### src/cfp_pkg.sv
// shared constants for the checksummed frame parser
package cfp_pkg;

	// frame header bytes
	localparam logic [7:0] HDR_FIRST  = 8'h3A;
	localparam logic [7:0] HDR_SECOND = 8'h3B;

	// default payload store depth
	localparam int MAX_PAYLOAD_DEF = 64;

	// configuration register indexes
	localparam int          CFG_IDX_W          = 1;
	localparam logic [0:0]  CFG_FUNC_CODE      = 1'b0;
	localparam logic [0:0]  CFG_MAX_LEN        = 1'b1;

	// configuration reset values
	localparam logic [7:0]  FUNC_CODE_RST      = 8'h01;
	localparam logic [6:0]  MAX_LEN_RST        = 7'd64;

	// result kinds
	localparam logic [1:0]  KIND_PAYLOAD       = 2'd0;
	localparam logic [1:0]  KIND_CSUM_ERR      = 2'd1;
	localparam logic [1:0]  KIND_EMPTY         = 2'd2;

endpackage

### src/checksummed_frame_parser_core.sv
// checksummed frame parser: header hunt, payload store, checksum check, read-out
// a checksum item loads an error or empty result into the output register on
// acceptance; payload results go through the store's registered read port first.
// throughput: one received item per cycle, but a checksum item waits while a result
// is held, and input is held during read-out, which has one store read in flight.
// reset: hunt restarts, counters clear, registers go to code 1 and limit 64; store kept
module checksummed_frame_parser_core #(
	parameter int MAX_PAYLOAD = cfp_pkg::MAX_PAYLOAD_DEF
) (
	input  logic                         clk,
	input  logic                         arst_n,
	input  logic                         in_valid,
	output logic                         in_ready,
	input  logic [7:0]                   rx_byte,
	output logic                         out_valid,
	input  logic                         out_ready,
	output logic [1:0]                   kind,
	output logic [7:0]                   payload_byte,
	output logic                         last,
	output logic [31:0]                  good_frames,
	output logic [31:0]                  error_frames,
	input  logic                         cfg_valid,
	output logic                         cfg_ready,
	input  logic [cfp_pkg::CFG_IDX_W-1:0] cfg_index,
	input  logic [7:0]                   cfg_data
);

	localparam int LEN_W  = $clog2(MAX_PAYLOAD + 1);
	localparam int ADDR_W = (MAX_PAYLOAD > 1) ? $clog2(MAX_PAYLOAD) : 1;

	typedef enum logic [2:0] {
		ST_HDR1,
		ST_HDR2,
		ST_CODE,
		ST_LEN,
		ST_DATA,
		ST_SUM,
		ST_EMIT
	} state_t;

	state_t             st_q;
	logic [7:0]         func_code_q;
	logic [6:0]         max_len_q;
	logic [7:0]         frame_code_q;
	logic [LEN_W-1:0]   frame_len_q;
	logic [LEN_W-1:0]   taken_q;
	logic [LEN_W-1:0]   rd_idx_q;
	logic               rd_pend_q;
	logic [7:0]         sum_q;
	logic [31:0]        good_cnt_q;
	logic [31:0]        err_cnt_q;
	logic               out_valid_q;
	logic [1:0]         kind_q;
	logic [7:0]         payload_q;
	logic               last_q;

	logic [7:0]         store_mem [MAX_PAYLOAD];
	logic [7:0]         rd_data_q;

	logic               in_acc;
	logic               out_free;
	logic               rd_en;
	logic               wr_en;
	logic [7:0]         limit;
	logic               rd_last;

	assign in_ready  = (st_q != ST_EMIT) && !((st_q == ST_SUM) && out_valid_q);
	assign in_acc    = in_valid && in_ready;
	assign out_free  = !out_valid_q || out_ready;
	assign rd_en     = (st_q == ST_EMIT) && !rd_pend_q && out_free;
	assign wr_en     = in_acc && (st_q == ST_DATA);
	assign rd_last   = (rd_idx_q + LEN_W'(1)) == frame_len_q;
	assign cfg_ready = 1'b1;

	// effective length limit is the smaller of the register and the store depth
	assign limit = ({1'b0, max_len_q} > 8'(MAX_PAYLOAD)) ? 8'(MAX_PAYLOAD) : {1'b0, max_len_q};

	assign out_valid    = out_valid_q;
	assign kind         = kind_q;
	assign payload_byte = payload_q;
	assign last         = last_q;
	// counters only move on a checksum item, which waits for the output to drain
	assign good_frames  = good_cnt_q;
	assign error_frames = err_cnt_q;

	always_ff @(posedge clk) begin
		if (wr_en) begin
			store_mem[taken_q[ADDR_W-1:0]] <= rx_byte;
		end
		if (rd_en) begin
			rd_data_q <= store_mem[rd_idx_q[ADDR_W-1:0]];
		end
	end

	always_ff @(posedge clk or negedge arst_n) begin
		if (!arst_n) begin
			st_q         <= ST_HDR1;
			func_code_q  <= cfp_pkg::FUNC_CODE_RST;
			max_len_q    <= cfp_pkg::MAX_LEN_RST;
			frame_code_q <= '0;
			frame_len_q  <= '0;
			taken_q      <= '0;
			rd_idx_q     <= '0;
			rd_pend_q    <= 1'b0;
			sum_q        <= '0;
			good_cnt_q   <= '0;
			err_cnt_q    <= '0;
			out_valid_q  <= 1'b0;
			kind_q       <= cfp_pkg::KIND_PAYLOAD;
			payload_q    <= '0;
			last_q       <= 1'b0;
		end else begin
			if (cfg_valid && cfg_ready) begin
				case (cfg_index)
					cfp_pkg::CFG_FUNC_CODE: func_code_q <= cfg_data;
					cfp_pkg::CFG_MAX_LEN:   max_len_q   <= cfg_data[6:0];
					default: ;
				endcase
			end

			// a pending read-out item refills the output register in the same cycle
			if (out_valid_q && out_ready && !((st_q == ST_EMIT) && rd_pend_q)) begin
				out_valid_q <= 1'b0;
			end

			case (st_q)
				ST_HDR1: begin
					if (in_acc && rx_byte == cfp_pkg::HDR_FIRST) begin
						st_q <= ST_HDR2;
					end
				end
				ST_HDR2: begin
					if (in_acc) begin
						if (rx_byte == cfp_pkg::HDR_SECOND) begin
							st_q <= ST_CODE;
						end else if (rx_byte != cfp_pkg::HDR_FIRST) begin
							st_q <= ST_HDR1;
						end
					end
				end
				ST_CODE: begin
					if (in_acc) begin
						if (rx_byte == func_code_q) begin
							frame_code_q <= rx_byte;
							st_q         <= ST_LEN;
						end else begin
							frame_code_q <= '0;
							st_q         <= ST_HDR1;
						end
					end
				end
				ST_LEN: begin
					if (in_acc) begin
						if (rx_byte <= limit) begin
							frame_len_q <= LEN_W'(rx_byte);
							taken_q     <= '0;
							sum_q       <= 8'(cfp_pkg::HDR_FIRST + cfp_pkg::HDR_SECOND
								+ frame_code_q + rx_byte);
							st_q        <= (rx_byte == 8'd0) ? ST_SUM : ST_DATA;
						end else begin
							frame_len_q <= '0;
							st_q        <= ST_HDR1;
						end
					end
				end
				ST_DATA: begin
					if (in_acc) begin
						taken_q <= taken_q + LEN_W'(1);
						sum_q   <= sum_q + rx_byte;
						if ((taken_q + LEN_W'(1)) == frame_len_q) begin
							st_q <= ST_SUM;
						end
					end
				end
				ST_SUM: begin
					if (in_acc) begin
						sum_q   <= '0;
						taken_q <= '0;
						if (sum_q == rx_byte) begin
							good_cnt_q <= good_cnt_q + 32'd1;
							if (frame_len_q == '0) begin
								out_valid_q <= 1'b1;
								kind_q      <= cfp_pkg::KIND_EMPTY;
								payload_q   <= '0;
								last_q      <= 1'b1;
								st_q        <= ST_HDR1;
							end else begin
								rd_idx_q  <= '0;
								rd_pend_q <= 1'b0;
								st_q      <= ST_EMIT;
							end
						end else begin
							err_cnt_q   <= err_cnt_q + 32'd1;
							out_valid_q <= 1'b1;
							kind_q      <= cfp_pkg::KIND_CSUM_ERR;
							payload_q   <= '0;
							last_q      <= 1'b1;
							frame_len_q <= '0;
							st_q        <= ST_HDR1;
						end
						frame_code_q <= '0;
					end
				end
				ST_EMIT: begin
					// one read in flight, then the byte moves to the output register
					if (rd_en) begin
						rd_pend_q <= 1'b1;
					end
					if (rd_pend_q && out_free) begin
						out_valid_q <= 1'b1;
						kind_q      <= cfp_pkg::KIND_PAYLOAD;
						payload_q   <= rd_data_q;
						last_q      <= rd_last;
						rd_pend_q   <= 1'b0;
						rd_idx_q    <= rd_idx_q + LEN_W'(1);
						if (rd_last) begin
							frame_len_q <= '0;
							st_q        <= ST_HDR1;
						end
					end
				end
				default: begin
					st_q <= ST_HDR1;
				end
			endcase
		end
	end

`ifndef SYNTHESIS
	a_last_leaves_emit: assert property (@(posedge clk) disable iff (!arst_n)
		(out_valid_q && last_q) |-> (st_q != ST_EMIT))
		else $error("read-out still running after last item");

	a_rd_idx_in_frame: assert property (@(posedge clk) disable iff (!arst_n)
		(st_q == ST_EMIT) |-> (rd_idx_q < frame_len_q))
		else $error("read-out index past frame length");

	a_count_on_sum: assert property (@(posedge clk) disable iff (!arst_n)
		((in_acc && st_q != ST_SUM) || st_q == ST_EMIT) |=>
		($stable(good_cnt_q) && $stable(err_cnt_q)))
		else $error("frame counter moved outside checksum item");
`endif

endmodule

### config.mk
export PLATFORM = sky130hd
export DESIGN_NAME = checksummed_frame_parser_core
export DESIGN_NICKNAME = d
export VERILOG_FILES = /design/src/cfp_pkg.sv /design/src/checksummed_frame_parser_core.sv
export SDC_FILE = /design/constraint.sdc
export NUM_CORES = 1
export LEC_CHECK = 0
export ABC_AREA = 1
export BUFFER_PORTS_ARGS = -buffer_cell sky130_fd_sc_hd__buf_2
export CAP_MARGIN = 20
export CELL_PAD_IN_SITES_DETAIL_PLACEMENT = 2
export CELL_PAD_IN_SITES_GLOBAL_PLACEMENT = 2
export CORE_ASPECT_RATIO = 2
export CORE_MARGIN = 4
export CORE_UTILIZATION = 42
export CTS_BUF_LIST = sky130_fd_sc_hd__clkbuf_16
export DETAILED_ROUTE_END_ITERATION = 8
export PLACE_DENSITY = 0.83
export SYNTH_ARGS = -nofsm -noshare
export SYNTH_HDL_FRONTEND = slang
export SYNTH_SLANG_ARGS = --single-unit
### constraint.sdc
create_clock -name clk -period 3.15 [get_ports clk]
set_input_delay 0.4725 -clock clk [delete_from_list [all_inputs] [get_ports clk]]
set_output_delay 0.4725 -clock clk [all_outputs]
set_load 0.05 [all_outputs]
# Word-level counts from Yosys, hierarchy flattened
# Memories as Yosys holds them, arrays and structs flattened. A register that Yosys moved wholly into a read port is not among the register bits.
# Cells that the tools add are included.
# word_totals
n_memories	1
output_inout_bits	78
word_cells	163
mem_bits_rw	512
ff_bits	132
# mem_list
memory	depth	width	rd	rd_ports_with_merged_regs	write_ports	line	source
store_mem	64	8	1	1	1	checksummed_frame_parser_core.sv:57	logic [7:0] store_mem [MAX_PAYLOAD];
# op_classes
n_lt_le_gt_ge	2
n_bitwise	2
n_eq_ne	30
n_mux	72
add_sub_neg	7
n_reduce_logical	34
# op_table
operator	count
$mux 7	15
$mux 8	10
$add 32x1->32 const B	2
$mux 3	14
$pmux 7 s3	2
$pmux 8 s2	2
$pmux 8 s3	1
$pmux 3 s7	1
$ne 2x2->1 const B	10
$mux 1	17
$add 8x8->8	2
$eq 8x6->1 const B	2
$eq 8x8->1	2
$reduce_and 5->1	3
$add 7x1->7 const B	2
$eq 7x7->1	2
$pmux 7 s2	1
$logic_and 1x1->1	11
$mux 2	5
$reduce_and 10->1	1
$eq 3x3->1 const B	3
$reduce_and 3->1	3
$add 7x8->8 const A	1
$le 8x7->1	1
other kinds (20)	34

# Longest topological paths before layout
# depth
depth_word	9
ltp_mapped	17

# Worst setup path before layout
# No wires, ideal clock.
# synth_path
path_kind	register to register
from	register out_valid_q (netlist: out_valid)
to	memory store_mem[59][0] (enable)
path_buffers	0
t_required_ns	2.780
synth_period_minus_slack_ns	2.422
slack_ns	0.728
arrival_time_ns	2.052
setup_ns	0.370
stages_incl_launch_ff	8
path_cell_list	dfrtp_1 > o21ai_4 > nand2_4 > inv_4 > nand2_2 > inv_4 > nand2_1 > nor2_1
# synth_via
elab_chain_cells	7
# synth_lines
item	line	source
from (decl)	checksummed_frame_parser_core.sv:52	logic out_valid_q;
from (signal assigned)	checksummed_frame_parser_core.sv:108	out_valid_q <= 1'b0;
from (signal assigned)	checksummed_frame_parser_core.sv:123	out_valid_q <= 1'b0;
from (signal assigned)	checksummed_frame_parser_core.sv:182	out_valid_q <= 1'b1;
$logic_and 1x1->1	checksummed_frame_parser_core.sv:67	assign in_ready = (st_q != ST_EMIT) && !((st_q == ST_SUM) && out_valid_q);
$logic_not 1->1	checksummed_frame_parser_core.sv:67	
$logic_and 1x1->1	checksummed_frame_parser_core.sv:67	
net in_ready	checksummed_frame_parser_core.sv:13	output logic in_ready,
$logic_and 1x1->1	checksummed_frame_parser_core.sv:68	assign in_acc = in_valid && in_ready;
$logic_and 1x1->1	checksummed_frame_parser_core.sv:71	assign wr_en = in_acc && (st_q == ST_DATA);
$mux 1	checksummed_frame_parser_core.sv:87	if (wr_en) begin
$mux 1 (implied by the code)	checksummed_frame_parser_core.sv:88	store_mem[taken_q[ADDR_W-1:0]] <= rx_byte;
to (decl)	checksummed_frame_parser_core.sv:57	
# The timed path passes the listed nets, and every way through them passes these cells.

# Worst setup path in the final report
# layout_path
from	register st_q[0]
to	memory store_mem[50][1] (enable)
# layout_via
elab_chain_cells	8
# layout_lines
item	line	source
from (decl)	checksummed_frame_parser_core.sv:41	state_t st_q;
from (signal assigned)	checksummed_frame_parser_core.sv:159	st_q <= (rx_byte == 8'd0) ? ST_SUM : ST_DATA;
$eq 3x3->1	checksummed_frame_parser_core.sv:67	
$logic_and 1x1->1	checksummed_frame_parser_core.sv:67	
$logic_not 1->1	checksummed_frame_parser_core.sv:67	
$logic_and 1x1->1	checksummed_frame_parser_core.sv:67	
$logic_and 1x1->1	checksummed_frame_parser_core.sv:68	
$logic_and 1x1->1 *	checksummed_frame_parser_core.sv:71	
$mux 1 *	checksummed_frame_parser_core.sv:87	
$mux 1 (implied by the code) *	checksummed_frame_parser_core.sv:88	
# Mark *: on every way between the ends. The rest lies on a longest branch, timed or not.

==> metrics <==
status complete, but fails checks; failing checks setup timing; clk_lat worst skew around 0.63 ns; period utilisation layout 1.000; Max FO, Critical Path 15; Final min period 3.151 ns; Maximum Capacitance Violations 0; Mean Syn Cell Area 10.99 um2; Worst Hold Class input pin to flop; register area share after synthesis 0.6550; hold slack around 0.085 ns; Pwr Total 17.73 mW; synth top area cells edfxtp_1 54%, dfrtp_1 11%, nor2_1 5.8%, o21ai_0 5.6%, nand2_1 4.5%; Inserted Clock Buffers 57; H-tree Lvls 2; Placed Cells incl. Taps around 3.6k; worst slack, placed 0.03206 ns; slew margin rel. 0.3872; DRT Pass-1 Iters 5; fin. max-slew vios 0; Slew @ Worst Pin 0.9192 ns; R2R Setup Slk -0.0007 ns; worst setup margin -0.0006775 ns; DR vias 22.43k; ys async rst share 0.2025; final core utilization 0.4833; CTS tree done; first-pass GRT wire length 165.7 mm; drt drc 0; Clock Skew 0.01565 ns; Setup Viol. Count Final 1; critical-path cell list inv_2 > nand3_2 > inv_2 > o21ai_4 > nand2_4 > inv_4 > nand2_2 > inv_4 > nand4_4 > nor2_1; part of the power in combinational logic 0.050; CTS sink cnt 652; Chip Width a little under 200 um; initial antenna violation count 5; Yosys top cell by area edfxtp_1; Synth Flop Type edfxtp_1; Longest Clk Path Bufs 3; RSZ-0062 raised after global routing yes; core outline area 0.06790 mm2; Vias/cell around 6.0; required time of the worst setup path 3.41 ns; Avg WL per Cell 29.95 um; Total GRT Usage 0.2976; Placement Cell Area 0.03094 mm2; share of layout cells above drive strength 1 0.1327; HPWL Detailed about 75 mm; leakage power 12.20 nW; IO Port Bufs around 100; Root Driver clkbuf_16; synth cell count leaders 520 x edfxtp_1, 449 x nor2_1, 350 x nand2_1; Final ANT Viol Nets 0; post-synth top area share 0.5406; Setup Fix Bufs, Post-CTS 0; Pwr Density 540.3 mW/mm2; CP startpoint kind flop; final hold vios 0; most common cell in the synthesized netlist edfxtp_1; Post-synth EDFFs 520; sequential fraction of design power 0.534; GPL Wtd Cong a little under 0.9; critical path's slowest cell nor2_1; Syn Nets approximately 2.7k; clock slew at reported path FFs 0.07 ns; overall routed net length 111.1 mm; Synth Warn # 0; pin count of the biggest net entering global routing 123; Syn Inst Count 2628; DIE AREA 0.07329 mm2; final instance area about 0.033 mm2; nets 2831; Psw 4.238 mW; VDD IR max 0.4222 mV; Crit path arrival time ~3.4 ns; Synth Register Bits approximately 650; area grow syn2layout 13.62%; Die Span Y ~380 um; IO Count 100; Clk pwr share 0.416; critical path class flop to flop; Overflow after GRT 0; Non-Filler Instances 3711; Mapped Area 0.02889 mm2; fmax 317.4 MHz; crit end category flop; largest stage delay on the critical path 0.72 ns; setup TNS -0.0006775 ns; Pint 13.50 mW; vias in the first global route 25.31k; Rows 135; Initial Util 0.4254; Synth cell types 49; Net Sw Frac 0.2390; Initial DRC Count 1707
layout make-up:
type | instances | area, um2
antenna | 3 | 7.507
clock buffer | 57 | 1426
clock inverter | 44 | 416.7
fill | 6972 | 35080
inverter | 137 | 531.8
multi-input combinational | 1706 | 8891
sequential | 652 | 18930
tap | 890 | 1114
timing repair buffer | 222 | 1505
worst max-delay path: cells and delay by family (launching register included):
| kind | cells | cell delay, ns |
|---|---|---|
| flops | 1 | 0.51 |
| compound gates | 1 | 0.22 |
| buf+inv | 4 | 0.62 |
| simple gates | 5 | 1.42 |
worst paths after layout:
| path | start | to | cells past startpoint |
|---|---|---|---|
| worst min-delay path | cfg_data[7] | func_code_q[7]$_DFFE_PN0P_ | 2 |
| worst max-delay path | st_q[0]$_DFFE_PN0P_ | store_mem[50][1]$_DFFE_PP_ | 10 |
| max in group asynchronous | arst_n | good_frames[9]$_DFFE_PN0P_ | 3 |
| worst min register to register | sum_q[3]$_DFFE_PN0P_ | sum_q[3]$_DFFE_PN0P_ | 2 |
| min in group asynchronous | arst_n | error_frames[25]$_DFFE_PN0P_ | 2 |
| worst max register to register | st_q[0]$_DFFE_PN0P_ | store_mem[50][1]$_DFFE_PP_ | 10 |
power by group through the flow:
stage / clock, mW / combinational (mW) / sequential (mW)
finish: 7.38 / 0.895 / 9.46
global route: 7.78 / 0.979 / 9.47
CTS: 7.45 / 0.888 / 9.46
detailed placement: 0 / 0.874 / 9.64
global placement: 0 / 0.802 / 9.63
floorplan: 0 / 0.416 / 9.64
cell families (layout without fill, tap and decap cells):
| kind of cell | count (synthesis) | after routing | synth area share |
|---|---|---|---|
| compound gates | 553 | 553 | 0.1141 |
| xor+xnor | 76 | 76 | 0.02304 |
| mux | 1 | 1 | 0.0003898 |
| flops | 652 | 652 | 0.6550 |
| fa+ha+maj | 33 | 33 | 0.01481 |
| simple gates | 1042 | 1042 | 0.1544 |
| buf+inv | 270 | 460 | 0.03812 |
| other cells | 1 | 4 | 0.0001298 |
flip-flops by register name, indices dropped and copies added (netlist names), 2 cells and up:
| signal | flops |
|---|---|
| sum_q | 8 |
| kind | 2 |
| store_mem | 512 |
| payload_byte | 8 |
| rd_idx_q | 7 |
| frame_code_q | 8 |
| st_q | 3 |
| good_frames | 32 |
| error_frames | 32 |
| frame_len_q | 7 |
| func_code_q | 8 |
| taken_q | 7 |
| rd_data_q | 8 |
| max_len_q | 7 |
placed cells by master, fill, tap and decap left out, drive strengths merged, types with 7 or more instances in the layout:
| cell type | count |
|---|---|
| a21oi | 18 |
| buf | 221 |
| bufinv | 7 |
| clkbuf | 57 |
| clkinv | 25 |
| dfrtp | 130 |
| edfxtp | 520 |
| ha | 31 |
| inv | 146 |
| nand2 | 357 |
| nand3 | 135 |
| nand4 | 43 |
| nor2 | 454 |
| nor3 | 39 |
| nor4 | 9 |
| o211ai | 87 |
| o21ai | 335 |
| o221ai | 44 |
| o22ai | 48 |
| xnor2 | 16 |
| xor2 | 60 |
timing repair:
action,in CTS,in global routing
endpoints found under the hold margin,70,0
hold buffers,1,0
resized for setup,0,9
setup endpoints to repair,0,103
per-layer routing:
metal	GRT usage	wire [um]
met1	0.3110	38270
met2	0.5453	57790
met3	0.03374	4694
met4	0.2241	10390
met5	0	0
Power figures use the tool's default switching activity.
